[src/rtl/core/d2f_pkg.sv]
// Shared constants and types for the decimal to single-float converter.
`default_nettype none

package d2f_pkg;

  // Defaults for the top-level parameters.
  localparam int IntegerBitsDef   = 15;
  localparam int FractionScaleDef = 10000;

  // Fixed IEEE-754 single-precision field widths.
  localparam int MantBits  = 23;
  localparam int ExpBits   = 8;
  // Exponent of 1.0 with bias 127.
  localparam int ExpOne    = 127;
  // Width of the fraction digit field at the ports.
  localparam int FracDigitBits = 14;
  // Restoring steps done in one fraction stage; the last stage may do fewer.
  localparam int StepsPerStage = 8;

  // Per-word control fields carried down the pipeline.
  typedef struct packed {
    logic               sign;
    logic               zero;
    logic               ovf;
    logic [ExpBits-1:0] expo;
  } d2f_meta_t;

endpackage

`default_nettype wire

[src/rtl/core/decimal_to_single_float_converter.sv]
// Top level of the decimal fixed-point to IEEE-754 single-precision converter.
//
// Converts a sign, an unsigned integer part and a fraction given as a count over
// FRACTION_SCALE into the sign, biased exponent and truncated 23-bit mantissa of a
// single-precision float; a zero input gives all zeros, and an all-ones integer part
// with a nonzero fraction raises out_of_range_o with the other fields zero. The
// datapath is a pipeline that takes one word per cycle while the output does not
// stall: an input register, the fraction stages and an output register. The
// fraction stages form a restoring divider: one quotient bit per doubling step,
// up to eight steps per stage. Stall on the output side backs up stage by stage,
// and in_stall_o rises only when every stage holds a word.
`default_nettype none

module decimal_to_single_float_converter #(
  parameter int INTEGER_BITS   = d2f_pkg::IntegerBitsDef,
  parameter int FRACTION_SCALE = d2f_pkg::FractionScaleDef
) (
  input  wire logic                                clk_i,
  input  wire logic                                rst_ni,
  input  wire logic                                in_valid_i,
  output logic                                     in_stall_o,
  input  wire logic                                negative_i,
  input  wire logic [INTEGER_BITS-1:0]             integer_part_i,
  input  wire logic [d2f_pkg::FracDigitBits-1:0]   fraction_digits_i,
  output logic                                     out_valid_o,
  input  wire logic                                out_stall_i,
  output logic                                     sign_bit_o,
  output logic [d2f_pkg::ExpBits-1:0]              biased_exponent_o,
  output logic [d2f_pkg::MantBits-1:0]             mantissa_o,
  output logic                                     out_of_range_o
);

  localparam int RW   = $clog2(FRACTION_SCALE);
  localparam int KMAX = RW;
  localparam int W    = d2f_pkg::MantBits + KMAX;
  localparam int SPS  = d2f_pkg::StepsPerStage;
  localparam int NDS  = (W + SPS - 1) / SPS;
  localparam int SW   = $clog2(INTEGER_BITS + W);
  localparam int NW   = $clog2(INTEGER_BITS);
  localparam int KW   = $clog2(KMAX + 1);

  logic                    vld   [NDS+1];
  logic                    rdy   [NDS+1];
  d2f_pkg::d2f_meta_t      meta  [NDS+1];
  logic [INTEGER_BITS-1:0] ip    [NDS+1];
  logic [RW-1:0]           rem   [NDS+1];
  logic [W-1:0]            bits  [NDS+1];
  logic [SW-1:0]           shift [NDS+1];
  logic                    rdy_pack;

  assign bits[0]    = '0;
  assign rdy_pack   = !out_valid_o || !out_stall_i;
  assign in_stall_o = !rdy[0];

  // A stage takes a new word when it is empty or its word moves on.
  always_comb begin
    for (int g = 0; g < NDS; g++) begin
      rdy[g] = !vld[g] || rdy[g+1];
    end
    rdy[NDS] = !vld[NDS] || rdy_pack;
  end

  d2f_prep #(
    .IB   (INTEGER_BITS),
    .SCALE(FRACTION_SCALE),
    .RW   (RW),
    .KMAX (KMAX),
    .W    (W),
    .SW   (SW),
    .NW   (NW),
    .KW   (KW)
  ) u_prep (
    .clk_i            (clk_i),
    .rst_ni           (rst_ni),
    .valid_i          (in_valid_i),
    .load_i           (rdy[0]),
    .negative_i       (negative_i),
    .integer_part_i   (integer_part_i),
    .fraction_digits_i(fraction_digits_i),
    .valid_o          (vld[0]),
    .meta_o           (meta[0]),
    .ip_o             (ip[0]),
    .rem_o            (rem[0]),
    .shift_o          (shift[0])
  );

  for (genvar g = 0; g < NDS; g++) begin : g_frac
    localparam int NStep = (g == NDS - 1) ? (W - (NDS - 1) * SPS) : SPS;

    d2f_frac_stage #(
      .IB   (INTEGER_BITS),
      .SCALE(FRACTION_SCALE),
      .RW   (RW),
      .W    (W),
      .SW   (SW),
      .NSTEP(NStep)
    ) u_stage (
      .clk_i  (clk_i),
      .rst_ni (rst_ni),
      .valid_i(vld[g]),
      .load_i (rdy[g+1]),
      .meta_i (meta[g]),
      .ip_i   (ip[g]),
      .rem_i  (rem[g]),
      .bits_i (bits[g]),
      .shift_i(shift[g]),
      .valid_o(vld[g+1]),
      .meta_o (meta[g+1]),
      .ip_o   (ip[g+1]),
      .rem_o  (rem[g+1]),
      .bits_o (bits[g+1]),
      .shift_o(shift[g+1])
    );
  end

  d2f_pack #(
    .IB(INTEGER_BITS),
    .W (W),
    .SW(SW)
  ) u_pack (
    .clk_i            (clk_i),
    .rst_ni           (rst_ni),
    .valid_i          (vld[NDS]),
    .load_i           (rdy_pack),
    .meta_i           (meta[NDS]),
    .ip_i             (ip[NDS]),
    .bits_i           (bits[NDS]),
    .shift_i          (shift[NDS]),
    .valid_o          (out_valid_o),
    .sign_bit_o       (sign_bit_o),
    .biased_exponent_o(biased_exponent_o),
    .mantissa_o       (mantissa_o),
    .out_of_range_o   (out_of_range_o)
  );

  // Range errors carry no number.
  a_ovf_clears: assert property (@(posedge clk_i) disable iff (!rst_ni)
    out_valid_o && out_of_range_o |->
      !sign_bit_o && (biased_exponent_o == '0) && (mantissa_o == '0))
    else $error("out_of_range word carries nonzero fields");

  // A zero exponent only comes from a zero or a range error.
  a_zero_exp: assert property (@(posedge clk_i) disable iff (!rst_ni)
    out_valid_o && (biased_exponent_o == '0) |-> !sign_bit_o && (mantissa_o == '0))
    else $error("zero exponent with nonzero sign or mantissa");

  // Input stalls only when the whole pipeline is backed up.
  a_stall_full: assert property (@(posedge clk_i) disable iff (!rst_ni)
    in_stall_o |-> out_valid_o && out_stall_i && vld[0] && vld[NDS])
    else $error("input stalled while pipeline has room");

endmodule

`default_nettype wire

[src/rtl/core/d2f_prep.sv]
// Input stage: saturate the fraction, classify the word, find exponent and alignment shift.
`default_nettype none

module d2f_prep #(
  parameter int IB    = d2f_pkg::IntegerBitsDef,
  parameter int SCALE = d2f_pkg::FractionScaleDef,
  parameter int RW    = 14,
  parameter int KMAX  = 14,
  parameter int W     = 37,
  parameter int SW    = 6,
  parameter int NW    = 4,
  parameter int KW    = 4
) (
  input  wire logic                                 clk_i,
  input  wire logic                                 rst_ni,
  input  wire logic                                 valid_i,
  input  wire logic                                 load_i,
  input  wire logic                                 negative_i,
  input  wire logic [IB-1:0]                        integer_part_i,
  input  wire logic [d2f_pkg::FracDigitBits-1:0]    fraction_digits_i,
  output logic                                      valid_o,
  output d2f_pkg::d2f_meta_t                        meta_o,
  output logic [IB-1:0]                             ip_o,
  output logic [RW-1:0]                             rem_o,
  output logic [SW-1:0]                             shift_o
);

  logic [31:0]        fd32;
  logic [31:0]        fds32;
  logic               int_nz;
  logic [NW-1:0]      lead;
  logic [KW-1:0]      kpos;
  d2f_pkg::d2f_meta_t meta_d;
  logic [SW-1:0]      shift_d;
  logic               valid_q;
  d2f_pkg::d2f_meta_t meta_q;
  logic [IB-1:0]      ip_q;
  logic [RW-1:0]      rem_q;
  logic [SW-1:0]      shift_q;

  assign fd32   = 32'(fraction_digits_i);
  assign fds32  = (fd32 >= 32'(SCALE)) ? 32'(SCALE - 1) : fd32;
  assign int_nz = |integer_part_i;

  // Leading one of the integer part.
  always_comb begin
    lead = '0;
    for (int i = 0; i < IB; i++) begin
      if (integer_part_i[i]) begin
        lead = NW'(i);
      end
    end
  end

  // Position of the first one bit of the fraction: count doublings that stay below scale.
  always_comb begin
    kpos = KW'(1);
    for (int j = 1; j < KMAX; j++) begin
      if ((64'(fds32) << j) < 64'(SCALE)) begin
        kpos = kpos + KW'(1);
      end
    end
  end

  always_comb begin
    meta_d.sign = negative_i;
    meta_d.zero = !int_nz && (fds32 == 32'd0);
    meta_d.ovf  = (&integer_part_i) && (fds32 != 32'd0);
    if (int_nz) begin
      meta_d.expo = d2f_pkg::ExpBits'(32'(d2f_pkg::ExpOne) + 32'(lead));
      shift_d     = SW'(32'(W - d2f_pkg::MantBits) + 32'(lead));
    end else begin
      meta_d.expo = d2f_pkg::ExpBits'(32'(d2f_pkg::ExpOne) - 32'(kpos));
      shift_d     = SW'(32'(KMAX) - 32'(kpos));
    end
  end

  always_ff @(posedge clk_i or negedge rst_ni) begin
    if (!rst_ni) begin
      valid_q <= 1'b0;
    end else if (load_i) begin
      valid_q <= valid_i;
    end
  end

  always_ff @(posedge clk_i) begin
    if (load_i && valid_i) begin
      meta_q  <= meta_d;
      ip_q    <= integer_part_i;
      rem_q   <= fds32[RW-1:0];
      shift_q <= shift_d;
    end
  end

  assign valid_o = valid_q;
  assign meta_o  = meta_q;
  assign ip_o    = ip_q;
  assign rem_o   = rem_q;
  assign shift_o = shift_q;

endmodule

`default_nettype wire

[src/rtl/core/d2f_frac_stage.sv]
// One fraction stage: a few restoring doubling steps against the decimal scale.
`default_nettype none

module d2f_frac_stage #(
  parameter int IB    = d2f_pkg::IntegerBitsDef,
  parameter int SCALE = d2f_pkg::FractionScaleDef,
  parameter int RW    = 14,
  parameter int W     = 37,
  parameter int SW    = 6,
  parameter int NSTEP = d2f_pkg::StepsPerStage
) (
  input  wire logic               clk_i,
  input  wire logic               rst_ni,
  input  wire logic               valid_i,
  input  wire logic               load_i,
  input  wire d2f_pkg::d2f_meta_t meta_i,
  input  wire logic [IB-1:0]      ip_i,
  input  wire logic [RW-1:0]      rem_i,
  input  wire logic [W-1:0]       bits_i,
  input  wire logic [SW-1:0]      shift_i,
  output logic                    valid_o,
  output d2f_pkg::d2f_meta_t      meta_o,
  output logic [IB-1:0]           ip_o,
  output logic [RW-1:0]           rem_o,
  output logic [W-1:0]            bits_o,
  output logic [SW-1:0]           shift_o
);

  localparam logic [RW:0] ScaleW = (RW + 1)'(SCALE);

  logic [RW:0]        dbl;
  logic [RW-1:0]      rem_d;
  logic [W-1:0]       bits_d;
  logic               valid_q;
  d2f_pkg::d2f_meta_t meta_q;
  logic [IB-1:0]      ip_q;
  logic [RW-1:0]      rem_q;
  logic [W-1:0]       bits_q;
  logic [SW-1:0]      shift_q;

  // Double the remainder, subtract the scale when it fits, shift in the quotient bit.
  always_comb begin
    dbl    = '0;
    rem_d  = rem_i;
    bits_d = bits_i;
    for (int s = 0; s < NSTEP; s++) begin
      dbl = {rem_d, 1'b0};
      if (dbl >= ScaleW) begin
        rem_d  = RW'(dbl - ScaleW);
        bits_d = {bits_d[W-2:0], 1'b1};
      end else begin
        rem_d  = dbl[RW-1:0];
        bits_d = {bits_d[W-2:0], 1'b0};
      end
    end
  end

  always_ff @(posedge clk_i or negedge rst_ni) begin
    if (!rst_ni) begin
      valid_q <= 1'b0;
    end else if (load_i) begin
      valid_q <= valid_i;
    end
  end

  always_ff @(posedge clk_i) begin
    if (load_i && valid_i) begin
      meta_q  <= meta_i;
      ip_q    <= ip_i;
      rem_q   <= rem_d;
      bits_q  <= bits_d;
      shift_q <= shift_i;
    end
  end

  assign valid_o = valid_q;
  assign meta_o  = meta_q;
  assign ip_o    = ip_q;
  assign rem_o   = rem_q;
  assign bits_o  = bits_q;
  assign shift_o = shift_q;

endmodule

`default_nettype wire

[src/rtl/core/d2f_pack.sv]
// Output stage: align integer and fraction bits into the mantissa and register the result.
`default_nettype none

module d2f_pack #(
  parameter int IB = d2f_pkg::IntegerBitsDef,
  parameter int W  = 37,
  parameter int SW = 6
) (
  input  wire logic                             clk_i,
  input  wire logic                             rst_ni,
  input  wire logic                             valid_i,
  input  wire logic                             load_i,
  input  wire d2f_pkg::d2f_meta_t               meta_i,
  input  wire logic [IB-1:0]                    ip_i,
  input  wire logic [W-1:0]                     bits_i,
  input  wire logic [SW-1:0]                    shift_i,
  output logic                                  valid_o,
  output logic                                  sign_bit_o,
  output logic [d2f_pkg::ExpBits-1:0]           biased_exponent_o,
  output logic [d2f_pkg::MantBits-1:0]          mantissa_o,
  output logic                                  out_of_range_o
);

  logic [IB+W-1:0]               aligned;
  logic                          kill;
  logic                          valid_q;
  logic                          sign_q;
  logic [d2f_pkg::ExpBits-1:0]   expo_q;
  logic [d2f_pkg::MantBits-1:0]  mant_q;
  logic                          ovf_q;

  // Drop the leading one: the mantissa sits right below it.
  assign aligned = {ip_i, bits_i} >> shift_i;
  assign kill    = meta_i.zero || meta_i.ovf;

  always_ff @(posedge clk_i or negedge rst_ni) begin
    if (!rst_ni) begin
      valid_q <= 1'b0;
    end else if (load_i) begin
      valid_q <= valid_i;
    end
  end

  always_ff @(posedge clk_i) begin
    if (load_i && valid_i) begin
      sign_q <= meta_i.sign && !kill;
      expo_q <= kill ? '0 : meta_i.expo;
      mant_q <= kill ? '0 : aligned[d2f_pkg::MantBits-1:0];
      ovf_q  <= meta_i.ovf;
    end
  end

  assign valid_o           = valid_q;
  assign sign_bit_o        = sign_q;
  assign biased_exponent_o = expo_q;
  assign mantissa_o        = mant_q;
  assign out_of_range_o    = ovf_q;

endmodule

`default_nettype wire
[config.mk]
export PLATFORM = sky130hd
export DESIGN_NAME = decimal_to_single_float_converter
export DESIGN_NICKNAME = d
export VERILOG_FILES = /design/src/rtl/core/d2f_pkg.sv /design/src/rtl/core/decimal_to_single_float_converter.sv /design/src/rtl/core/d2f_prep.sv /design/src/rtl/core/d2f_frac_stage.sv /design/src/rtl/core/d2f_pack.sv
export SDC_FILE = /design/constraint.sdc
export NUM_CORES = 1
export LEC_CHECK = 0
export BUFFER_PORTS_ARGS = -buffer_cell sky130_fd_sc_hd__buf_2
export CORE_AREA = 2 2 317 319
export CTS_CLUSTER_DIAMETER = 40
export DETAILED_ROUTE_END_ITERATION = 8
export DIE_AREA = 0 0 319 321
export GPL_TIMING_DRIVEN = 0
export PLACE_DENSITY = 0.48
export SKIP_LAST_GASP = 1
export SLEW_MARGIN = 20
export SYNTH_ARGS = -nofsm -noshare
export SYNTH_HDL_FRONTEND = slang
export SYNTH_SLANG_ARGS = --single-unit
[constraint.sdc]
create_clock -name clk_i -period 18.2 [get_ports clk_i]
set_input_delay 0.91 -clock clk_i [delete_from_list [all_inputs] [get_ports clk_i]]
set_output_delay 0.91 -clock clk_i [all_outputs]
set_load 0.02 [all_outputs]
* Word-level counts from Yosys, hierarchy flattened *
Cells that the tools add are included.

word-level totals
  register bits = 419
  input bits = 34
  output and inout port bits = 35

cells by class
  $add $sub $neg = 52
  $lt $le $gt $ge = 51
  shifts and indexed selects = 1
  multiplexer cells = 103
  reductions and logical operators = 33

operators by type and width
  operator                                                                               count
  15-bit by 14-bit greater-or-equal comparator with 1-bit output, second input constant  37
  14-bit 2-to-1 mux                                                                      37
  14-bit subtractor, second input constant                                               36
  4-bit 2-to-1 mux                                                                       25
  52-bit by 6-bit right shift with 23-bit output                                         1
  45-bit by 14-bit < comparator with 1-bit output, second input constant                 1
  4-bit by 1-bit adder with 4-bit output, second input constant                          11
  44-bit by 14-bit < comparator with 1-bit output, second input constant                 1
  43-bit by 14-bit < comparator with 1-bit output, second input constant                 1
  42-bit by 14-bit < comparator with 1-bit output, second input constant                 1
  41-bit by 14-bit < comparator with 1-bit output, second input constant                 1
  40-bit by 14-bit < comparator with 1-bit output, second input constant                 1
  39-bit by 14-bit < comparator with 1-bit output, second input constant                 1
  38-bit by 14-bit < comparator with 1-bit output, second input constant                 1
  1-bit 2-to-1 mux                                                                       38
  37-bit by 14-bit < comparator with 1-bit output, second input constant                 1
  36-bit by 14-bit < comparator with 1-bit output, second input constant                 1
  35-bit by 14-bit < comparator with 1-bit output, second input constant                 1
  34-bit by 14-bit < comparator with 1-bit output, second input constant                 1
  33-bit by 14-bit < comparator with 1-bit output, second input constant                 1
  32-bit logical NOT                                                                     1
  32-bit nonzero test                                                                    1
  15-bit AND reduction                                                                   1
  15-bit OR reduction                                                                    1
  12 further kinds                                                                       38

* Depth between registers and ports, before layout *
  depth after elaboration = 30
  depth in mapped cells = 62
  depth with buffers taken out = 57

* Cells and area by module *
Synthesis repeated with hierarchy kept, for this count alone.

second synthesis, totals
  cell total of the unflattened synthesis = 3755
  area, all modules = 37963.9 µm²

by module, submodules not included
  module                                   times used  cells an instance  area each (µm²)
  d2f_frac_stage at g_frac[0].u_stage ...  4           653                6377.4
  d2f_frac_stage at g_frac[4].u_stage      1           386                4665.7
  d2f_pack                                 1           376                4108.9
  d2f_prep                                 1           369                3619.7
  decimal_to_single_float_converter        1           12                 60.1

* Worst setup path after synthesis *
No wires, ideal clock.

  kind = register to register
  start = reg u_prep.rem_q[10], in the netlist u_prep.rem_o[10]
  end = reg g_frac[0].u_stage.rem_q[6] (data pin)
  library setup time = 0.262 ns
  arrival = 11.342 ns
  path slack = 6.596 ns
  cell stages (with the launch flop) = 62
  path buffers = 5
  clock period less this slack = 11.604 ns
  path through = edfxtp_1 buf_6 or4_4 a31o_4 a21oi_4 buf_4 xnor2_1 ha_1 and3_1 or3_1 nand3_2 o211ai_4 nor2_4 xnor2_1 inv_1 ha_1 nor2b_1 and4bb_1 [... 26 more ...] o2111ai_2 and2_1 buf_6 inv_1 ha_1 nor2b_1 mux2i_1 a32oi_1 a311oi_2 nor2_2 inv_1 ha_1 nand2_1 nor3_1 a2111oi_4 nand2_1 a31oi_2 mux2_1

on the way
  cells in the longest elaborated chain, start to end = 16
  elaborated cells on any way between the ends = 24
  classes of those cells = add/sub: 8; order compare: 8; mux: 8

ends and longest elaborated chain
  item                                                                                                 line                                        RTL
  from (decl)                                                                                          d2f_prep.sv:38                              logic [RW-1:0] rem_q;
  from (signal assigned)                                                                               d2f_prep.sv:90                              rem_q <= fds32[RW-1:0];
  14-bit subtractor or 15-bit by 14-bit greater-or-equal comparator with 1-bit output (tied branches)  d2f_frac_stage.sv:49, d2f_frac_stage.sv:48
  14-bit 2-to-1 mux (*)                                                                                d2f_frac_stage.sv:48                        if (dbl >= ScaleW) begin
  14-bit subtractor or 15-bit by 14-bit greater-or-equal comparator with 1-bit output (tied branches)  d2f_frac_stage.sv:49, d2f_frac_stage.sv:48
  14-bit 2-to-1 mux (*)                                                                                d2f_frac_stage.sv:48
  14-bit subtractor or 15-bit by 14-bit greater-or-equal comparator with 1-bit output (tied branches)  d2f_frac_stage.sv:49, d2f_frac_stage.sv:48
  14-bit 2-to-1 mux (*)                                                                                d2f_frac_stage.sv:48
  15-bit by 14-bit greater-or-equal comparator with 1-bit output or 14-bit subtractor (tied branches)  d2f_frac_stage.sv:48, d2f_frac_stage.sv:49
  14-bit 2-to-1 mux (*)                                                                                d2f_frac_stage.sv:48
  14-bit subtractor or 15-bit by 14-bit greater-or-equal comparator with 1-bit output (tied branches)  d2f_frac_stage.sv:49, d2f_frac_stage.sv:48
  14-bit 2-to-1 mux (*)                                                                                d2f_frac_stage.sv:48
  14-bit subtractor or 15-bit by 14-bit greater-or-equal comparator with 1-bit output (tied branches)  d2f_frac_stage.sv:49, d2f_frac_stage.sv:48
  14-bit 2-to-1 mux (*)                                                                                d2f_frac_stage.sv:48
  14-bit subtractor or 15-bit by 14-bit greater-or-equal comparator with 1-bit output (tied branches)  d2f_frac_stage.sv:49, d2f_frac_stage.sv:48
  14-bit 2-to-1 mux (*)                                                                                d2f_frac_stage.sv:48
  14-bit subtractor or 15-bit by 14-bit greater-or-equal comparator with 1-bit output (tied branches)  d2f_frac_stage.sv:49, d2f_frac_stage.sv:48
  14-bit 2-to-1 mux (*)                                                                                d2f_frac_stage.sv:48
  via g_frac[0].u_stage.rem_d[6]                                                                       d2f_frac_stage.sv:32                        logic [RW-1:0] rem_d;
  to (signal assigned)                                                                                 d2f_frac_stage.sv:70                        rem_q <= rem_d;
  to (decl)                                                                                            d2f_frac_stage.sv:37                        logic [RW-1:0] rem_q;

The timed path passes the listed nets; every way through them passes the cells marked *.
A chain may end at the register's enable or synchronous reset.

* Worst setup path after layout *
  start = reg u_prep.rem_q[8], in the netlist u_prep.rem_o[8]
  end = reg g_frac[0].u_stage.rem_q[6] (data pin)

The elaborated chain is that of the path after synthesis.

==> impl_summary.txt <==
----------------------------------------------------
[Run status]
  Result of the run ... completed

[Cells and area]
  Fraction of layout instances using a drive strength above 1 ... 13.79%
  Count of non-filler cells in the finished layout ... 4454
  Synthesis-to-layout area growth ... 12.83%
  Net count of the finished layout ... 3207

[Yosys]
  Post-synthesis async set-or-reset flop share ... 1.768%
  Number of synthesized flops with an enable pin ... 389
  Post-synthesis sequential element count ... 396
  YS warnings ... 0
  Number of instances in the synthesized netlist ... 2991
  Number of library cell types mapped by synthesis ... 147
  Largest area contributor in the netlist ... sky130_fd_sc_hd__edfxtp_1
  Flip-flop cell with the highest count after synthesis ... sky130_fd_sc_hd__edfxtp_1
  Compound-cell area share of the yosys netlist ... 22.75%
  Ranking of synthesized cells by area ... sky130_fd_sc_hd__edfxtp_1, sky130_fd_sc_hd__nor2_1, sky130_fd_sc_hd__nand2_1, sky130_fd_sc_hd__mux4_2, sky130_fd_sc_hd__xnor2_1
  Most frequent cell after synthesis ... sky130_fd_sc_hd__edfxtp_1
  Share of the synthesized netlist area taken by xor and xnor gates ... 4.733%
  Net Count, Synth ... 3082
  Netlist Area Pre-Place ... 29530 um2
  Simple-gate share of the synthesized area ... 18.02%
  Arithmetic-cell share of the synthesized area counting full adders, half adders and majority gates ... 2.441%
  Sequential element share of the synthesized area ... 40.16%
  Mux contribution to synthesized area ... 8.916%
  Ranking of synthesized cells by instance count ... sky130_fd_sc_hd__edfxtp_1, sky130_fd_sc_hd__nor2_1, sky130_fd_sc_hd__nand2_1
  Post-synthesis area per instance ... 9.872 um2
  Yosys top cell area share ... 39.56%
  Combinational family with the most area after synthesis ... compound AO/OA/AOI/OAI gates

[Detailed routing]
  Via-per-instance ratio ... 5.414
  Vias ... 24120
  Final routed wire length divided by cell count ... 17.42 um
  Detailed router's first-iteration violation count ... 1722
  First-pass iteration count of the detailed router ... 5
  Aggregate routed wire length ... 77610 um
  Detailed-route DRC error count ... 0
  Residual antenna-violating net count after detailed routing ... 0

[Worst setup path]
  Kind of launch point of the worst setup path ... flop
  WP data arrival ... 14.75 ns
  Reg-to-reg critical path startpoint ... u_prep.rem_o[8]
  Slowest Stage Delay on Critical Path ... 0.66 ns
  Startpoint of the most critical setup path ... u_prep.rem_o[8]
  Worst path slowest cell ... sky130_fd_sc_hd__a31oi_1
  Crit Path Category ... reg2reg
  Highest fanout seen on the critical path ... 10
  Count of cells along the worst register-to-register path ... 61
  Crit end category ... flop
  Data required time of the worst path ... 18.50 ns
  Reg-to-reg slack, setup ... 3.75 ns
  Worst r2r dst ... g_frac[0].u_stage.rem_o[6]

[Clock tree]
  Number of buffers inserted by hold repair at cts ... 0
  Clock-pin slew on the worst setup and hold paths ... 0.06 ns
  # resized after CTS ... 0
  CTS buffer count ... 49
  CTS HTree Levels ... 2
  Clk Latency, worst-skew pair ... 0.59 ns
  Post CTS Setup Buffer Count ... 0
  CTS tree ... done
  CTS Root Buffer Type ... sky130_fd_sc_hd__clkbuf_16
  Deepest clock path buffer count ... 3
  CTS Sinks ... 396

[Hold path]
  Worst hold path class ... in2async

[STA]
  Skew final ... 0.02757 ns
  Setup repair after global routing missed its margin ... no
  Crit share post-route ... 79.37%
  Final hold violation count ... 0
  Peak clock frequency supported by timing ... 69.22 MHz
  Minimum period implied by the final worst setup slack ... 14.45 ns
  # setup viols final ... 0
  Final Max Tran Viols ... 0
  Setup TNS after final layout ... 0 ns
  Slew headroom ... 23.69%
  Measured slew at the worst slew-check pin ... 1.135 ns
  Worst Hold Margin ... 0.1435 ns

[Floorplan]
  Die H ... 321 um
  Horizontal extent of the die ... 319 um
  Floorplan die area ... 102400 um2
  Core box area ... 99280 um2
  Initial standard-cell utilization of the core ... 29.74%
  Ports placed on the boundary ... 69
  FP Rows ... 116

[GRT]
  Initial antenna violation count ... 2
  Total overflow reported by the global router ... 0
  GRT Resource Usage Total ... 14.86%
  Via count of the first global-routing pass ... 23050
  Global-route wire length before repair ... 126200 um
  Largest net degree at the start of global routing ... 55

[Flow run]
  Max-cap check violation count ... 0

[Placed design]
  Final weighted congestion of routability-driven global placement ... 0.9303
  Buffers added on ports ... 67
  HPWL reported at the end of detailed placement ... 59790 um
  Inst Count DP ... 4363

----------------------------------------------------
==> metrics by stage <==
stage	setup WS (ns)	utilization [%]	cell area [um2]
global placement	3.806	31.72	31490
global route	2.696	33.56	33310
floorplan	6.596	-	29530
CTS	3.955	33.56	33310
detailed placement	4.049	31.92	31690
finish	3.754	33.56	33310
==> kinds of logic (layout without fill, tap and decap cells) <==
kind of cell,count (synthesis),after routing
compound gates,905,905
xor+xnor,157,157
fa+ha+maj,57,57
buf+inv,211,375
flops,396,396
mux,199,199
other cells,0,1
simple gates,1066,1066
==> state kept, by name, indices dropped and copies added (netlist names), 6 cells and up <==
name                      count
u_prep.rem_o                 14
u_pack.biased_exponent_o      7
u_pack.mantissa_o            23
u_prep.shift_o                6
g_frac.u_stage.meta_o        50
g_frac.u_stage.rem_o         40
u_prep.ip_o                  15
g_frac.u_stage.bits_o       117
u_prep.meta_o                10
g_frac.u_stage.shift_o       30
g_frac.u_stage.ip_o          75
==> critical path, delay by kind of cell, from the launching register on <==
| family | cells | cell delay (ns) |
|---|---|---|
| xor+xnor | 4 | 1.38 |
| fa+ha+maj | 7 | 1.69 |
| compound gates | 18 | 5.11 |
| simple gates | 16 | 2.87 |
| buf+inv | 13 | 1.96 |
| flops | 1 | 0.31 |
| mux | 3 | 0.85 |
==> how the worst max path moves through the flow <==
stage,slack (ns),to,cells past startpoint
floorplan,6.60,g_frac[0].u_stage.rem_o[6],61
global placement,3.81,g_frac[0].u_stage.rem_o[6],61
finish,3.75,g_frac[0].u_stage.rem_o[6],61
CTS,3.96,g_frac[0].u_stage.rem_o[6],61
detailed placement,4.05,g_frac[0].u_stage.rem_o[6],61
global route,2.70,g_frac[0].u_stage.rem_o[6],61
==> routing by layer <==
layer | part of all wire (%) | vias up | GRT usage, %
li1 | - | 11900 | -
met1 | 48 | 11590 | 21.28
met2 | 45 | 548 | 23.86
met3 | 4.4 | 87 | 1.624
met4 | 2.0 | 0 | 3.753
met5 | 0 | - | 0
==> placed cells by master (no fill, tap or decap), types with 72 or more instances in the layout <==
master / synthesis / routed
sky130_fd_sc_hd__edfxtp_1: 389 / 389
sky130_fd_sc_hd__nor2_1: 277 / 277
sky130_fd_sc_hd__nand2_1: 274 / 274
sky130_fd_sc_hd__a21oi_1: 160 / 160
sky130_fd_sc_hd__o21ai_0: 154 / 154
sky130_fd_sc_hd__xnor2_1: 110 / 110
sky130_fd_sc_hd__nand3_1: 94 / 94
sky130_fd_sc_hd__inv_1: 93 / 93
sky130_fd_sc_hd__mux2i_1: 93 / 93
sky130_fd_sc_hd__nor3_1: 82 / 82
sky130_fd_sc_hd__buf_2: 12 / 79
sky130_fd_sc_hd__clkbuf_1: 67 / 72
==> final cells by class <==
cell class	count	area (um2)
diodes	1	2.502
plain buffers	102	469.2
multi-input cells	2384	16820
inverters	109	411.6
clock buffers	55	1270
flip-flops and latches	396	11860
well taps	1298	1624
clock inverters	35	356.6
repair buffers	74	505.5
fillers	10190	65960
Power is not shown: default switching activity piles up to over one toggle a cycle in this logic, so the estimate is an artifact.
